==> src/hw/rtl/range_list_parser_defines.svh <==
// Assertion helpers used by the parser back end (rlp_back).
`ifndef RANGE_LIST_PARSER_DEFINES_SVH
`define RANGE_LIST_PARSER_DEFINES_SVH

// Same-cycle implication, checked out of reset.
`define RLP_ASSERT_NOW(lbl, ante, cons) \
    lbl: assert property (@(posedge aclk) disable iff (!aresetn) (ante) |-> (cons)) \
        else $error("range_list_parser: same-cycle check failed");

// Next-cycle implication, checked out of reset.
`define RLP_ASSERT_NEXT(lbl, ante, cons) \
    lbl: assert property (@(posedge aclk) disable iff (!aresetn) (ante) |=> (cons)) \
        else $error("range_list_parser: next-cycle check failed");

`endif

==> src/hw/rtl/rlp_pkg.sv <==
`default_nettype none
package rlp_pkg;

    localparam int NUM_W   = 32;
    localparam int CHAR_W  = 8;
    localparam int CFG_IDX_W = 2;

    localparam int Q_DEPTH = 2;
    localparam int QPTR_W  = $clog2(Q_DEPTH);
    localparam int QCNT_W  = $clog2(Q_DEPTH + 1);

    // character kinds
    localparam logic [2:0] CK_DIGIT = 3'd0;
    localparam logic [2:0] CK_COMMA = 3'd1;
    localparam logic [2:0] CK_DASH  = 3'd2;
    localparam logic [2:0] CK_END   = 3'd3;
    localparam logic [2:0] CK_OTHER = 3'd4;

    localparam logic [CHAR_W-1:0] CHAR_NUL   = 8'h00;
    localparam logic [CHAR_W-1:0] CHAR_COMMA = 8'h2C;
    localparam logic [CHAR_W-1:0] CHAR_DASH  = 8'h2D;
    localparam logic [CHAR_W-1:0] CHAR_ZERO  = 8'h30;
    localparam logic [CHAR_W-1:0] CHAR_NINE  = 8'h39;

    // config register indexes
    localparam logic [CFG_IDX_W-1:0] REG_LOWEST  = 2'd0;
    localparam logic [CFG_IDX_W-1:0] REG_HIGHEST = 2'd1;

    // result status
    localparam logic [1:0] ST_CONT    = 2'd0;
    localparam logic [1:0] ST_ACCEPT  = 2'd1;
    localparam logic [1:0] ST_REJECT  = 2'd2;
    localparam logic [1:0] ST_IGNORED = 2'd3;

    typedef struct packed {
        logic [2:0] kind;
        logic [3:0] digit;
    } char_class_t;

endpackage
`default_nettype wire

==> src/hw/rtl/range_list_parser.sv <==
// An accepted character is written into the queue, then popped into the back end's registered result (m_valid).
// Throughput: one character per cycle while m_ready keeps the output drained, set by the combinational shift-add
// accumulate and bound compares in the back end.
// A 2-entry queue between classifier and parser lets each side stall alone.
// Reset (aresetn low, synchronous): parser at string start, queue and output
// empty, range_lowest = 0, range_highest = all ones.
`default_nettype none
module range_list_parser import rlp_pkg::*; (
    input  wire logic                 aclk,
    input  wire logic                 aresetn,
    input  wire logic                 cfg_wr_en,
    input  wire logic [CFG_IDX_W-1:0] cfg_index,
    input  wire logic [NUM_W-1:0]     cfg_data,
    input  wire logic                 s_valid,
    output logic                      s_ready,
    input  wire logic [CHAR_W-1:0]    s_char_code,
    output logic                      m_valid,
    input  wire logic                 m_ready,
    output logic                      m_range_valid,
    output logic [NUM_W-1:0]          m_range_low,
    output logic [NUM_W-1:0]          m_range_high,
    output logic [1:0]                m_status
);

    logic        q_full;
    logic        q_push;
    char_class_t q_entry;
    logic        q_pop;
    logic        q_head_valid;
    char_class_t q_head;

    rlp_front u_front (
        .s_valid     (s_valid),
        .s_ready     (s_ready),
        .s_char_code (s_char_code),
        .q_full      (q_full),
        .q_push      (q_push),
        .q_entry     (q_entry)
    );

    rlp_queue u_queue (
        .aclk       (aclk),
        .aresetn    (aresetn),
        .push       (q_push),
        .push_entry (q_entry),
        .full       (q_full),
        .pop        (q_pop),
        .head_valid (q_head_valid),
        .head_entry (q_head)
    );

    rlp_back u_back (
        .aclk          (aclk),
        .aresetn       (aresetn),
        .cfg_wr_en     (cfg_wr_en),
        .cfg_index     (cfg_index),
        .cfg_data      (cfg_data),
        .head_valid    (q_head_valid),
        .head_entry    (q_head),
        .pop           (q_pop),
        .m_valid       (m_valid),
        .m_ready       (m_ready),
        .m_range_valid (m_range_valid),
        .m_range_low   (m_range_low),
        .m_range_high  (m_range_high),
        .m_status      (m_status)
    );

endmodule
`default_nettype wire

==> src/hw/rtl/rlp_front.sv <==
`default_nettype none
module rlp_front import rlp_pkg::*; (
    input  wire logic              s_valid,
    output logic                   s_ready,
    input  wire logic [CHAR_W-1:0] s_char_code,
    input  wire logic              q_full,
    output logic                   q_push,
    output char_class_t            q_entry
);

    logic [3:0] digit_off;

    assign s_ready   = !q_full;
    assign q_push    = s_valid && !q_full;
    // '0' has a zero low nibble, so the digit value is the low nibble
    assign digit_off = s_char_code[3:0] - CHAR_ZERO[3:0];

    always_comb begin
        q_entry.digit = digit_off;
        if (s_char_code inside {[CHAR_ZERO:CHAR_NINE]}) begin
            q_entry.kind = CK_DIGIT;
        end else if (s_char_code == CHAR_COMMA) begin
            q_entry.kind = CK_COMMA;
        end else if (s_char_code == CHAR_DASH) begin
            q_entry.kind = CK_DASH;
        end else if (s_char_code == CHAR_NUL) begin
            q_entry.kind = CK_END;
        end else begin
            q_entry.kind = CK_OTHER;
        end
    end

endmodule
`default_nettype wire

==> src/hw/rtl/rlp_queue.sv <==
`default_nettype none
module rlp_queue import rlp_pkg::*; (
    input  wire logic        aclk,
    input  wire logic        aresetn,
    input  wire logic        push,
    input  wire char_class_t push_entry,
    output logic             full,
    input  wire logic        pop,
    output logic             head_valid,
    output char_class_t      head_entry
);

    char_class_t         mem_reg [Q_DEPTH];
    logic [QPTR_W-1:0]   wr_ptr_reg, wr_ptr_next;
    logic [QPTR_W-1:0]   rd_ptr_reg, rd_ptr_next;
    logic [QCNT_W-1:0]   count_reg, count_next;

    assign full       = (count_reg == QCNT_W'(Q_DEPTH));
    assign head_valid = (count_reg != '0);
    assign head_entry = mem_reg[rd_ptr_reg];

    always_comb begin
        wr_ptr_next = wr_ptr_reg;
        rd_ptr_next = rd_ptr_reg;
        count_next  = count_reg;
        if (push) begin
            wr_ptr_next = (wr_ptr_reg == QPTR_W'(Q_DEPTH - 1)) ? '0 : wr_ptr_reg + 1'b1;
        end
        if (pop) begin
            rd_ptr_next = (rd_ptr_reg == QPTR_W'(Q_DEPTH - 1)) ? '0 : rd_ptr_reg + 1'b1;
        end
        if (push && !pop) begin
            count_next = count_reg + 1'b1;
        end else if (pop && !push) begin
            count_next = count_reg - 1'b1;
        end
    end

    always_ff @(posedge aclk) begin
        if (!aresetn) begin
            wr_ptr_reg <= '0;
            rd_ptr_reg <= '0;
            count_reg  <= '0;
        end else begin
            wr_ptr_reg <= wr_ptr_next;
            rd_ptr_reg <= rd_ptr_next;
            count_reg  <= count_next;
        end
    end

    always_ff @(posedge aclk) begin
        if (push) begin
            mem_reg[wr_ptr_reg] <= push_entry;
        end
    end

endmodule
`default_nettype wire

==> src/hw/rtl/rlp_back.sv <==
`default_nettype none
`include "range_list_parser_defines.svh"
module rlp_back import rlp_pkg::*; (
    input  wire logic                 aclk,
    input  wire logic                 aresetn,
    input  wire logic                 cfg_wr_en,
    input  wire logic [CFG_IDX_W-1:0] cfg_index,
    input  wire logic [NUM_W-1:0]     cfg_data,
    input  wire logic                 head_valid,
    input  wire char_class_t          head_entry,
    output logic                      pop,
    output logic                      m_valid,
    input  wire logic                 m_ready,
    output logic                      m_range_valid,
    output logic [NUM_W-1:0]          m_range_low,
    output logic [NUM_W-1:0]          m_range_high,
    output logic [1:0]                m_status
);

    localparam logic [2:0] PH_START      = 3'd0;
    localparam logic [2:0] PH_ITEM       = 3'd1;
    localparam logic [2:0] PH_NUM1       = 3'd2;
    localparam logic [2:0] PH_DASH_LEAD  = 3'd3;
    localparam logic [2:0] PH_NUM_LEAD   = 3'd4;
    localparam logic [2:0] PH_DASH_AFTER = 3'd5;
    localparam logic [2:0] PH_NUM2       = 3'd6;

    logic [NUM_W-1:0] lowest_reg, highest_reg;
    logic [2:0]       phase_reg, phase_next;
    logic [NUM_W-1:0] first_reg, first_next;
    logic [NUM_W-1:0] cur_reg, cur_next;
    logic             ovf_reg, ovf_next;
    logic             err_reg, err_next;

    logic             m_valid_reg, m_valid_next;
    logic             rv_reg, rv_next;
    logic [NUM_W-1:0] lo_reg, lo_next;
    logic [NUM_W-1:0] hi_reg, hi_next;
    logic [1:0]       st_reg, st_next;

    logic [NUM_W+3:0] acc;
    logic             acc_ovf;
    logic             num_ok;
    logic             is_end;
    logic             is_digit;
    logic [2:0]       kind;

    assign pop           = head_valid && (!m_valid_reg || m_ready);
    assign m_valid       = m_valid_reg;
    assign m_range_valid = rv_reg;
    assign m_range_low   = lo_reg;
    assign m_range_high  = hi_reg;
    assign m_status      = st_reg;

    assign kind     = head_entry.kind;
    assign is_end   = (kind == CK_END);
    assign is_digit = (kind == CK_DIGIT);

    // cur*10 + d as shift-add; anything above NUM_W bits is overflow
    assign acc     = ({4'b0, cur_reg} << 3) + ({4'b0, cur_reg} << 1)
                   + {{NUM_W{1'b0}}, head_entry.digit};
    assign acc_ovf = |acc[NUM_W+3:NUM_W];
    assign num_ok  = !ovf_reg && (cur_reg >= lowest_reg) && (cur_reg <= highest_reg);

    always_comb begin
        logic do_clear;
        logic do_reject;
        logic do_close;
        logic do_add;
        logic do_start;

        do_clear  = 1'b0;
        do_reject = 1'b0;
        do_close  = 1'b0;
        do_add    = 1'b0;
        do_start  = 1'b0;

        phase_next = phase_reg;
        first_next = first_reg;
        cur_next   = cur_reg;
        ovf_next   = ovf_reg;
        err_next   = err_reg;
        rv_next    = 1'b0;
        lo_next    = '0;
        hi_next    = '0;
        st_next    = ST_CONT;

        if (err_reg) begin
            do_clear = is_end;
            st_next  = ST_IGNORED;
        end else begin
            case (phase_reg)
                PH_START, PH_ITEM: begin
                    if (is_end && phase_reg == PH_START) begin
                        do_clear = 1'b1;
                        st_next  = ST_ACCEPT;
                    end else if (kind == CK_DASH) begin
                        phase_next = PH_DASH_LEAD;
                    end else if (is_digit) begin
                        do_start   = 1'b1;
                        phase_next = PH_NUM1;
                    end else begin
                        do_reject = 1'b1;
                    end
                end
                PH_NUM1: begin
                    if (is_digit) begin
                        do_add = 1'b1;
                    end else if (!num_ok) begin
                        do_reject = 1'b1;
                    end else if (is_end) begin
                        rv_next  = 1'b1;
                        lo_next  = cur_reg;
                        hi_next  = cur_reg;
                        do_clear = 1'b1;
                        st_next  = ST_ACCEPT;
                    end else if (kind == CK_COMMA) begin
                        rv_next    = 1'b1;
                        lo_next    = cur_reg;
                        hi_next    = cur_reg;
                        phase_next = PH_ITEM;
                    end else if (kind == CK_DASH) begin
                        first_next = cur_reg;
                        phase_next = PH_DASH_AFTER;
                    end else begin
                        do_reject = 1'b1;
                    end
                end
                PH_DASH_LEAD: begin
                    if (is_digit) begin
                        do_start   = 1'b1;
                        phase_next = PH_NUM_LEAD;
                    end else begin
                        do_reject = 1'b1;
                    end
                end
                PH_DASH_AFTER: begin
                    if (is_digit) begin
                        do_start   = 1'b1;
                        phase_next = PH_NUM2;
                    end else if (is_end || kind == CK_COMMA) begin
                        rv_next  = 1'b1;
                        lo_next  = first_reg;
                        hi_next  = highest_reg;
                        do_close = 1'b1;
                    end else begin
                        do_reject = 1'b1;
                    end
                end
                PH_NUM_LEAD, PH_NUM2: begin
                    if (is_digit) begin
                        do_add = 1'b1;
                    end else if (!num_ok) begin
                        do_reject = 1'b1;
                    end else begin
                        rv_next  = 1'b1;
                        lo_next  = (phase_reg == PH_NUM_LEAD) ? lowest_reg : first_reg;
                        hi_next  = cur_reg;
                        do_close = 1'b1;
                    end
                end
                default: begin
                    do_reject = 1'b1;
                end
            endcase

            // closing number: range is out; comma continues, end accepts, anything else rejects
            if (do_close) begin
                if (is_end) begin
                    do_clear = 1'b1;
                    st_next  = ST_ACCEPT;
                end else if (kind == CK_COMMA) begin
                    phase_next = PH_ITEM;
                end else begin
                    do_reject = 1'b1;
                end
            end

            if (do_reject) begin
                st_next = ST_REJECT;
                if (is_end) begin
                    do_clear = 1'b1;
                end else begin
                    err_next = 1'b1;
                end
            end
        end

        if (do_start) begin
            cur_next = {{(NUM_W-4){1'b0}}, head_entry.digit};
            ovf_next = 1'b0;
        end

        if (do_add && !ovf_reg) begin
            if (acc_ovf) begin
                ovf_next = 1'b1;
            end else begin
                cur_next = acc[NUM_W-1:0];
            end
        end

        if (do_clear) begin
            phase_next = PH_START;
            first_next = '0;
            cur_next   = '0;
            ovf_next   = 1'b0;
            err_next   = 1'b0;
        end
    end

    always_comb begin
        m_valid_next = m_valid_reg;
        if (pop) begin
            m_valid_next = 1'b1;
        end else if (m_ready) begin
            m_valid_next = 1'b0;
        end
    end

    always_ff @(posedge aclk) begin
        if (!aresetn) begin
            lowest_reg  <= '0;
            highest_reg <= '1;
            phase_reg   <= PH_START;
            first_reg   <= '0;
            cur_reg     <= '0;
            ovf_reg     <= 1'b0;
            err_reg     <= 1'b0;
            m_valid_reg <= 1'b0;
        end else begin
            if (cfg_wr_en && cfg_index == REG_LOWEST) begin
                lowest_reg <= cfg_data;
            end
            if (cfg_wr_en && cfg_index == REG_HIGHEST) begin
                highest_reg <= cfg_data;
            end
            if (pop) begin
                phase_reg <= phase_next;
                first_reg <= first_next;
                cur_reg   <= cur_next;
                ovf_reg   <= ovf_next;
                err_reg   <= err_next;
            end
            m_valid_reg <= m_valid_next;
        end
    end

    always_ff @(posedge aclk) begin
        if (pop) begin
            rv_reg <= rv_next;
            lo_reg <= lo_next;
            hi_reg <= hi_next;
            st_reg <= st_next;
        end
    end

    // an ignored character never carries a range
    `RLP_ASSERT_NOW(a_ignored_no_range, m_valid_reg && rv_reg, st_reg != ST_IGNORED)
    // overflow only lives inside a number unless an error is latched
    `RLP_ASSERT_NOW(a_ovf_in_number, ovf_reg && !err_reg,
        phase_reg == PH_NUM1 || phase_reg == PH_NUM_LEAD || phase_reg == PH_NUM2)
    // an accepted string returns the parser to string start
    `RLP_ASSERT_NEXT(a_accept_resets, pop && st_next == ST_ACCEPT,
        phase_reg == PH_START && !err_reg && !ovf_reg)
    // a request is only taken from a non-empty queue
    `RLP_ASSERT_NOW(a_pop_has_data, pop, head_valid)

endmodule
`default_nettype wire

==> config.mk <==
export PLATFORM = sky130hd
export DESIGN_NAME = range_list_parser
export DESIGN_NICKNAME = d
export VERILOG_FILES = /design/src/hw/rtl/rlp_pkg.sv /design/src/hw/rtl/range_list_parser.sv /design/src/hw/rtl/rlp_front.sv /design/src/hw/rtl/rlp_queue.sv /design/src/hw/rtl/rlp_back.sv
export VERILOG_INCLUDE_DIRS = /design/src /design/src/hw/rtl
export SDC_FILE = /design/constraint.sdc
export NUM_CORES = 1
export LEC_CHECK = 0
export ABC_AREA = 1
export BUFFER_PORTS_ARGS = -buffer_cell sky130_fd_sc_hd__buf_2
export CORE_MARGIN = 5
export CORE_UTILIZATION = 42
export CTS_CLUSTER_DIAMETER = 60
export DETAILED_ROUTE_END_ITERATION = 6
export GPL_TIMING_DRIVEN = 0
export PLACE_DENSITY = 0.63
export REMOVE_ABC_BUFFERS = 1
export SLEW_MARGIN = 20
export SYNTH_ARGS = -nofsm -noshare
export SYNTH_HDL_FRONTEND = slang
export SYNTH_SLANG_ARGS = --single-unit
==> constraint.sdc <==
create_clock -name aclk -period 8.2 [get_ports aclk]
set_input_delay 1.64 -clock aclk [delete_from_list [all_inputs] [get_ports aclk]]
set_output_delay 1.64 -clock aclk [all_outputs]
set_load 0.005 [all_outputs]
; ---- After elaboration in Yosys (flattened, before gate mapping)
; Memory sizes are Yosys's and may differ from the RTL's. A register that Yosys moved wholly into a read port is not among the register bits.
; Cells that the tools add are included.
[totals]
reg_bits = 205
ram_bits = 14
input_bits = 47
out_inout_bits = 69
wordCells = 198
n_memories = 1
[op_classes]
addsub = 6
magnitude_cmp = 4
n_eq_ne = 17
muxes = 118
reduce_logical = 36
[mem_list]
columns = name, words, width, rd, rd_clocked_by_memory_dff, wr, line
row1 = u_queue.mem_reg, 2, 7, 1, 1, 1, rlp_queue.sv:13  ; char_class_t mem_reg [Q_DEPTH];
[ops]
columns = cell, n
row1 = 2-to-1 mux 32 bit, 25
row2 = one-hot mux 32 bit (3 select lines), 2
row3 = 2-to-1 mux 1 bit, 59
row4 = 2-to-1 mux 3 bit, 19
row5 = adder 35 x 33 -> 36 bit, 1
row6 = adder 36 x 4 -> 36 bit, 1
row7 = greater-or-equal comparator 32 bit, 1
row8 = <= comparator 32 bit, 1
row9 = equality test 8 x 6 -> 1 bit (second input constant), 2
row10 = equality test 3 x 2 -> 1 bit (second input constant), 4
row11 = 2-to-1 mux 2 bit, 6
row12 = one-hot mux 3 bit (4 select lines), 1
row13 = nonzero test 2 bit, 6
row14 = logical AND 1 bit, 11
row15 = equality test 3 bit (second input constant), 3
row16 = greater-or-equal comparator 8 x 6 -> 1 bit (second input constant), 1
row17 = <= comparator 8 x 6 -> 1 bit (second input constant), 1
row18 = logical NOT 8 bit, 1
row19 = inequality test 2 bit (second input constant), 4
row20 = AND reduction 8 bit, 1
row21 = OR reduction 2 bit, 4
row22 = equality test 3 x 1 -> 1 bit (second input constant), 2
row23 = logical NOT 3 bit, 2
row24 = one-hot mux 1 bit (2 select lines), 3
row25 = other kinds (14), 20

; ---- Depth between registers and ports, before layout
[depth]
word_depth = 15
ltp_mapped = 23
ltp_nobuf = 22

; ---- Modules after synthesis
; Synthesis repeated with hierarchy kept, for this count alone.
[unflattened]
hier_cells = 2002
area_unflattened_um2 = 14531.4
[by_module_without_submodules]
columns = mod, instances, cells_per_inst, area_each_um2, seq_area_each_um2
row1 = rlp_back, 1, 1908, 13618.1, 4694.5
row2 = rlp_queue, 1, 55, 739.5, 520.5
row3 = rlp_front, 1, 39, 173.9, 0.0

; ---- Least setup slack after synthesis
; Ideal clock, no wire load.
[synth_path]
path_kind = input-to-reg
startpoint = in m_ready
endpoint = reg u_queue.count_reg[1]
setup_ns = 0.122
arrival_time_ns = 7.344
required_time_ns = 8.078
slack_ns = 0.734
path_stages = 9
n_path_buf = 1
path_cell_list = nor2_1 -> a21oi_1 -> clkinv_1 -> clkbuf_1 -> ha_1 -> a21oi_1 -> o21ai_0 -> o21ai_0 -> a21oi_1
[synth_via]
elab_chain_cells = 5
elab_cells_between_ends = 7
classes_between = mux (1) / reduce/logical (6)
[synth_rtl]
columns = element, line
row1 = from (decl), range_list_parser.sv:18  ; input wire logic m_ready,
row2 = logical OR 1 bit *, rlp_back.sv:48  ; assign pop = head_valid && (!m_valid_reg || m_ready);
row3 = logical AND 1 bit *, rlp_back.sv:48
row4 = net q_pop, range_list_parser.sv:28  ; logic q_pop;
row5 = logical NOT 1 bit, rlp_queue.sv:32  ; if (push && !pop) begin
row6 = logical AND 1 bit, rlp_queue.sv:32
row7 = 2-to-1 mux 2 bit or nonzero test 2 bit (tied branches), -
row8 = to (signal assigned), rlp_queue.sv:47  ; count_reg <= count_next;
row9 = to (decl), rlp_queue.sv:16  ; logic [QCNT_W-1:0] count_reg, count_next;
; The timed path passes the listed nets; every way through them passes the cells marked *.
; A chain may end at the register's enable or synchronous reset.

==> run_results.csv <==
group,metric,value,unit
placement,io_buffers,115,
pwr,power_density,243.3,nW/um^2
pwr,netSwitchingPower,1360,uW
final_layout,fill_cells,3213,
timing,fin_hold_ws,0.4629,ns
timing,min_period,4.360,ns
worst_setup_path,arrival,4.80,ns
worst_setup_path,critPathCaptureType,"flip-flop",
logic_synthesis,synth-xor-area-share,1.877,%
timing,finalWorstSetupSlack,3.840,ns
detailed_routing,drt_iter0_markers,864,
logic_synthesis,yosysMostFrequentCell,"nand2_1",
clock_network,post_cts_buffers,0,
logic_synthesis,synthFlopType,"dfxtp_1",
final_layout,nets,2102,
timing,final_hold_viol_count,0,
detailed_routing,firstDrtPassIters,5,
logic_synthesis,synth.mux.area_fraction,0.3128,%
final_layout,fin_cells,2387,
logic_synthesis,synth_compound_area_share,20.11,%
global_route,antenna_found_initial,0,
logic_synthesis,synth.area.top_cells,"dfxtp_1, edfxtp_1, ha_1",
global_route,grt_overflow,0,
logic_synthesis,yosys.area.top_type,"dfxtp_1",
worst_setup_path,start_kind,"flip-flop",
placement,dpl_worst_slack,3.580,ns
placement,placed_cell_area,15060,sq um
logic_synthesis,synth_seq_cells,220,
pwr,clock_power_share,31.9,%
flow_run,drv_cap,0,
timing,period_share,53.17,%
worst_setup_path,r2r_slack,3.84,ns
logic_synthesis,synth_adder_area_share,11.72,%
pwr,leakagePower,0.007476,uW
die,die_w,192.6,um
timing,fin_skew,0.01215,ns
logic_synthesis,synthSimpleGateAreaFrac,19.24,%
die,pin_count,116,
clock_network,cts.sinks,220,
detailed_routing,ant_nets,0,
final_layout,stdcell_area,15980,sq um
die,die_h,192.6,um
pwr,netSwitchingFraction,34.97,%
logic_synthesis,syn_area,14000,sq um
min_path,min_from,"u_queue.rd_ptr_reg",
logic_synthesis,avgSynthCellArea,7.540,sq um
final_layout,drive_above_1_share,11.11,%
logic_synthesis,synth_cells,1857,
global_route,grt_max_degree,71,
logic_synthesis,synthArstFlopShare,0,%
timing,final_max_slew_viol_count,0,
clock_network,cts_hold_buf,0,
detailed_routing,drc,0,
detailed_routing,vias,12860,
logic_synthesis,seq_area_frac_synth,37.24,%
clock_network,cts_buffer_depth,3,
global_route,grt_pass1_wl,65100,um
placement,hpwl,28770,um
min_path,hold_class,"reg2reg",
logic_synthesis,synth_top_family_by_area,"compound AO/OA/AOI/OAI gates",
worst_setup_path,worstReg2RegEnd,"u_back.cur_reg[14]",
pwr,p_comb_share,29.7,%
worst_setup_path,reg2reg_depth,17,
timing,setup-violations-final,0,
timing,grt_setup_unrepaired,"no",
worst_setup_path,cp_max_fo,20,
clock_network,cts_made_buffers,26,
clock_network,clock_latency,0.54,ns
min_path,hold_path_end,"u_queue.rd_ptr_reg",
logic_synthesis,synthTopCellsByCount,"nand2_1, inv_1, a21oi_1",
logic_synthesis,synth_edf_count,81,
timing,max_freq,0.2294,GHz
min_path,holdPathStages,1,
detailed_routing,vias_per_cell,5.388,
die,coreArea,32700,sq um
pwr,p_seq_share,38.4,%
clock_network,clk_pin_slew,0.06,ns
die,dieArea,37090,sq um
logic_synthesis,synthDominantCellAreaShare,19.87,%
die,num_rows,66,
logic_synthesis,yosysWarnings,0,
placement,placed_cells,2339,
global_route,grt_usage,21.67,%
pwr,vdd_drop_max,161.5,uV
final_layout,area_growth,14.15,%
clock_network,cts_root_buffer,"clkbuf_16",
clock_network,cts_tree,"built",
timing,slew_headroom,40.65,%
detailed_routing,wl,40930,um
placement,place_congestion,0.9092,
clock_network,cts.repair.resized,0,
die,start_util,42.82,%
global_route,grt_pass1_vias,12150,
outcome,status,"complete, no violations",
final_layout,antenna_cells,0,
timing,worstMarginPinSlew,0.8902,ns
pwr,p_int,2529,uW
clock_network,htreeDepth,1,
logic_synthesis,yosysUniqueCellTypes,47,
pwr,power,3888,uW
worst_setup_path,crit_required,8.64,ns
detailed_routing,wl_per_cell,17.15,um
worst_setup_path,critical_path_class,"reg2reg",
==> cells by family (layout without fill, tap and decap cells) <==
| family | Yosys count | after routing |
|---|---|---|
| flip-flops | 220 | 220 |
| adder cells (fa/ha/maj) | 130 | 130 |
| AND/OR/NAND/NOR | 641 | 641 |
| AO/OA/AOI/OAI | 493 | 493 |
| multiplexers | 4 | 4 |
| buffers and inverters | 339 | 427 |
| XOR/XNOR | 30 | 30 |
==> worst max path at each step <==
stage	cells after the start	slack (ns)	startpoint	endpoint
finish	17	3.84	flip-flop	u_back.cur_reg[14]
global route	17	3.50	flip-flop	u_back.cur_reg[13]
CTS	17	3.80	flip-flop	u_back.cur_reg[31]
detailed placement	9	3.58	m_ready	u_back.first_reg[18]
global placement	8	-5.97	m_ready	u_back.first_reg[19]
floorplan	7	-1.59	m_ready	u_back.first_reg[0]
==> critical path, cell delays in order, from the launching register on <==
cell	delay, ns
dfxtp_1	0.60
mux2_2	0.41
fa_1	0.53
inv_1	0.07
fa_1	0.47
o21ai_2	0.21
nand2_1	0.08
nand2_1	0.14
nand2_1	0.07
nand2_1	0.15
nand2_1	0.12
nand3_1	0.09
nand2_1	0.09
nor2_4	0.15
nand2_1	0.52
o21ai_1	0.33
nand3_1	0.10
a21oi_1	0.14
==> per-layer routing <==
layer,routed length [um],up-vias,GRT usage (%)
met5,0,-,0
met2,18860,348,36.85
met1,18920,6040,29.80
met4,684,0,4.882
met3,2458,42,2.297
li1,-,6431,-
==> through the flow <==
step	util (%)	TNS, ns
3_3_place_gp	45.11	-303.15
2_1_floorplan	-	-52.43
5_1_grt	48.88	0
6_report	48.88	0
3_5_place_dp	46.05	0
4_1_cts	48.88	0
==> layout by cell type, fill, tap and decap left out, types with 6 or more instances in the layout <==
cell	netlist	routed
a211oi_1	21	21
nand3_1	62	62
a21oi_1	180	179
nand2_1	410	406
nand4_1	31	31
inv_2	8	12
dfxtp_1	139	139
o221ai_1	15	15
edfxtp_1	81	81
xor2_1	10	10
clkbuf_16	0	28
a21o_1	10	10
o22ai_1	25	25
nor2_4	4	6
nor4_1	6	6
nand2_2	8	10
a22oi_1	17	17
o21ai_0	129	129
o211ai_1	34	34
nor2_1	104	103
o21ai_1	44	44
inv_1	242	238
ha_1	128	128
nor3_1	7	7
xnor2_1	20	20
buf_2	20	114
==> area by class of cell <==
| type | instances | area (sq um) | share of cell area (%) |
|---|---|---|---|
| clock buffer | 31 | 721.9 | 4.517 |
| clock inverter | 17 | 201.4 | 1.260 |
| inverter | 253 | 958.4 | 5.997 |
| multi-input combinational | 1298 | 7515 | 47.02 |
| sequential | 220 | 5215 | 32.63 |
| tap | 442 | 553.0 | 3.460 |
| timing repair buffer | 126 | 818.3 | 5.120 |
==> power by group through the flow <==
stage	Clock (uW)	Sequential, uW	Combinational, uW
2_1_floorplan	0	1540	616
3_3_place_gp	0	1540	1060
3_5_place_dp	0	1510	1160
4_1_cts	1260	1490	1160
5_1_grt	1300	1510	1280
6_report	1240	1490	1160
(Power assumes the default switching activity.)
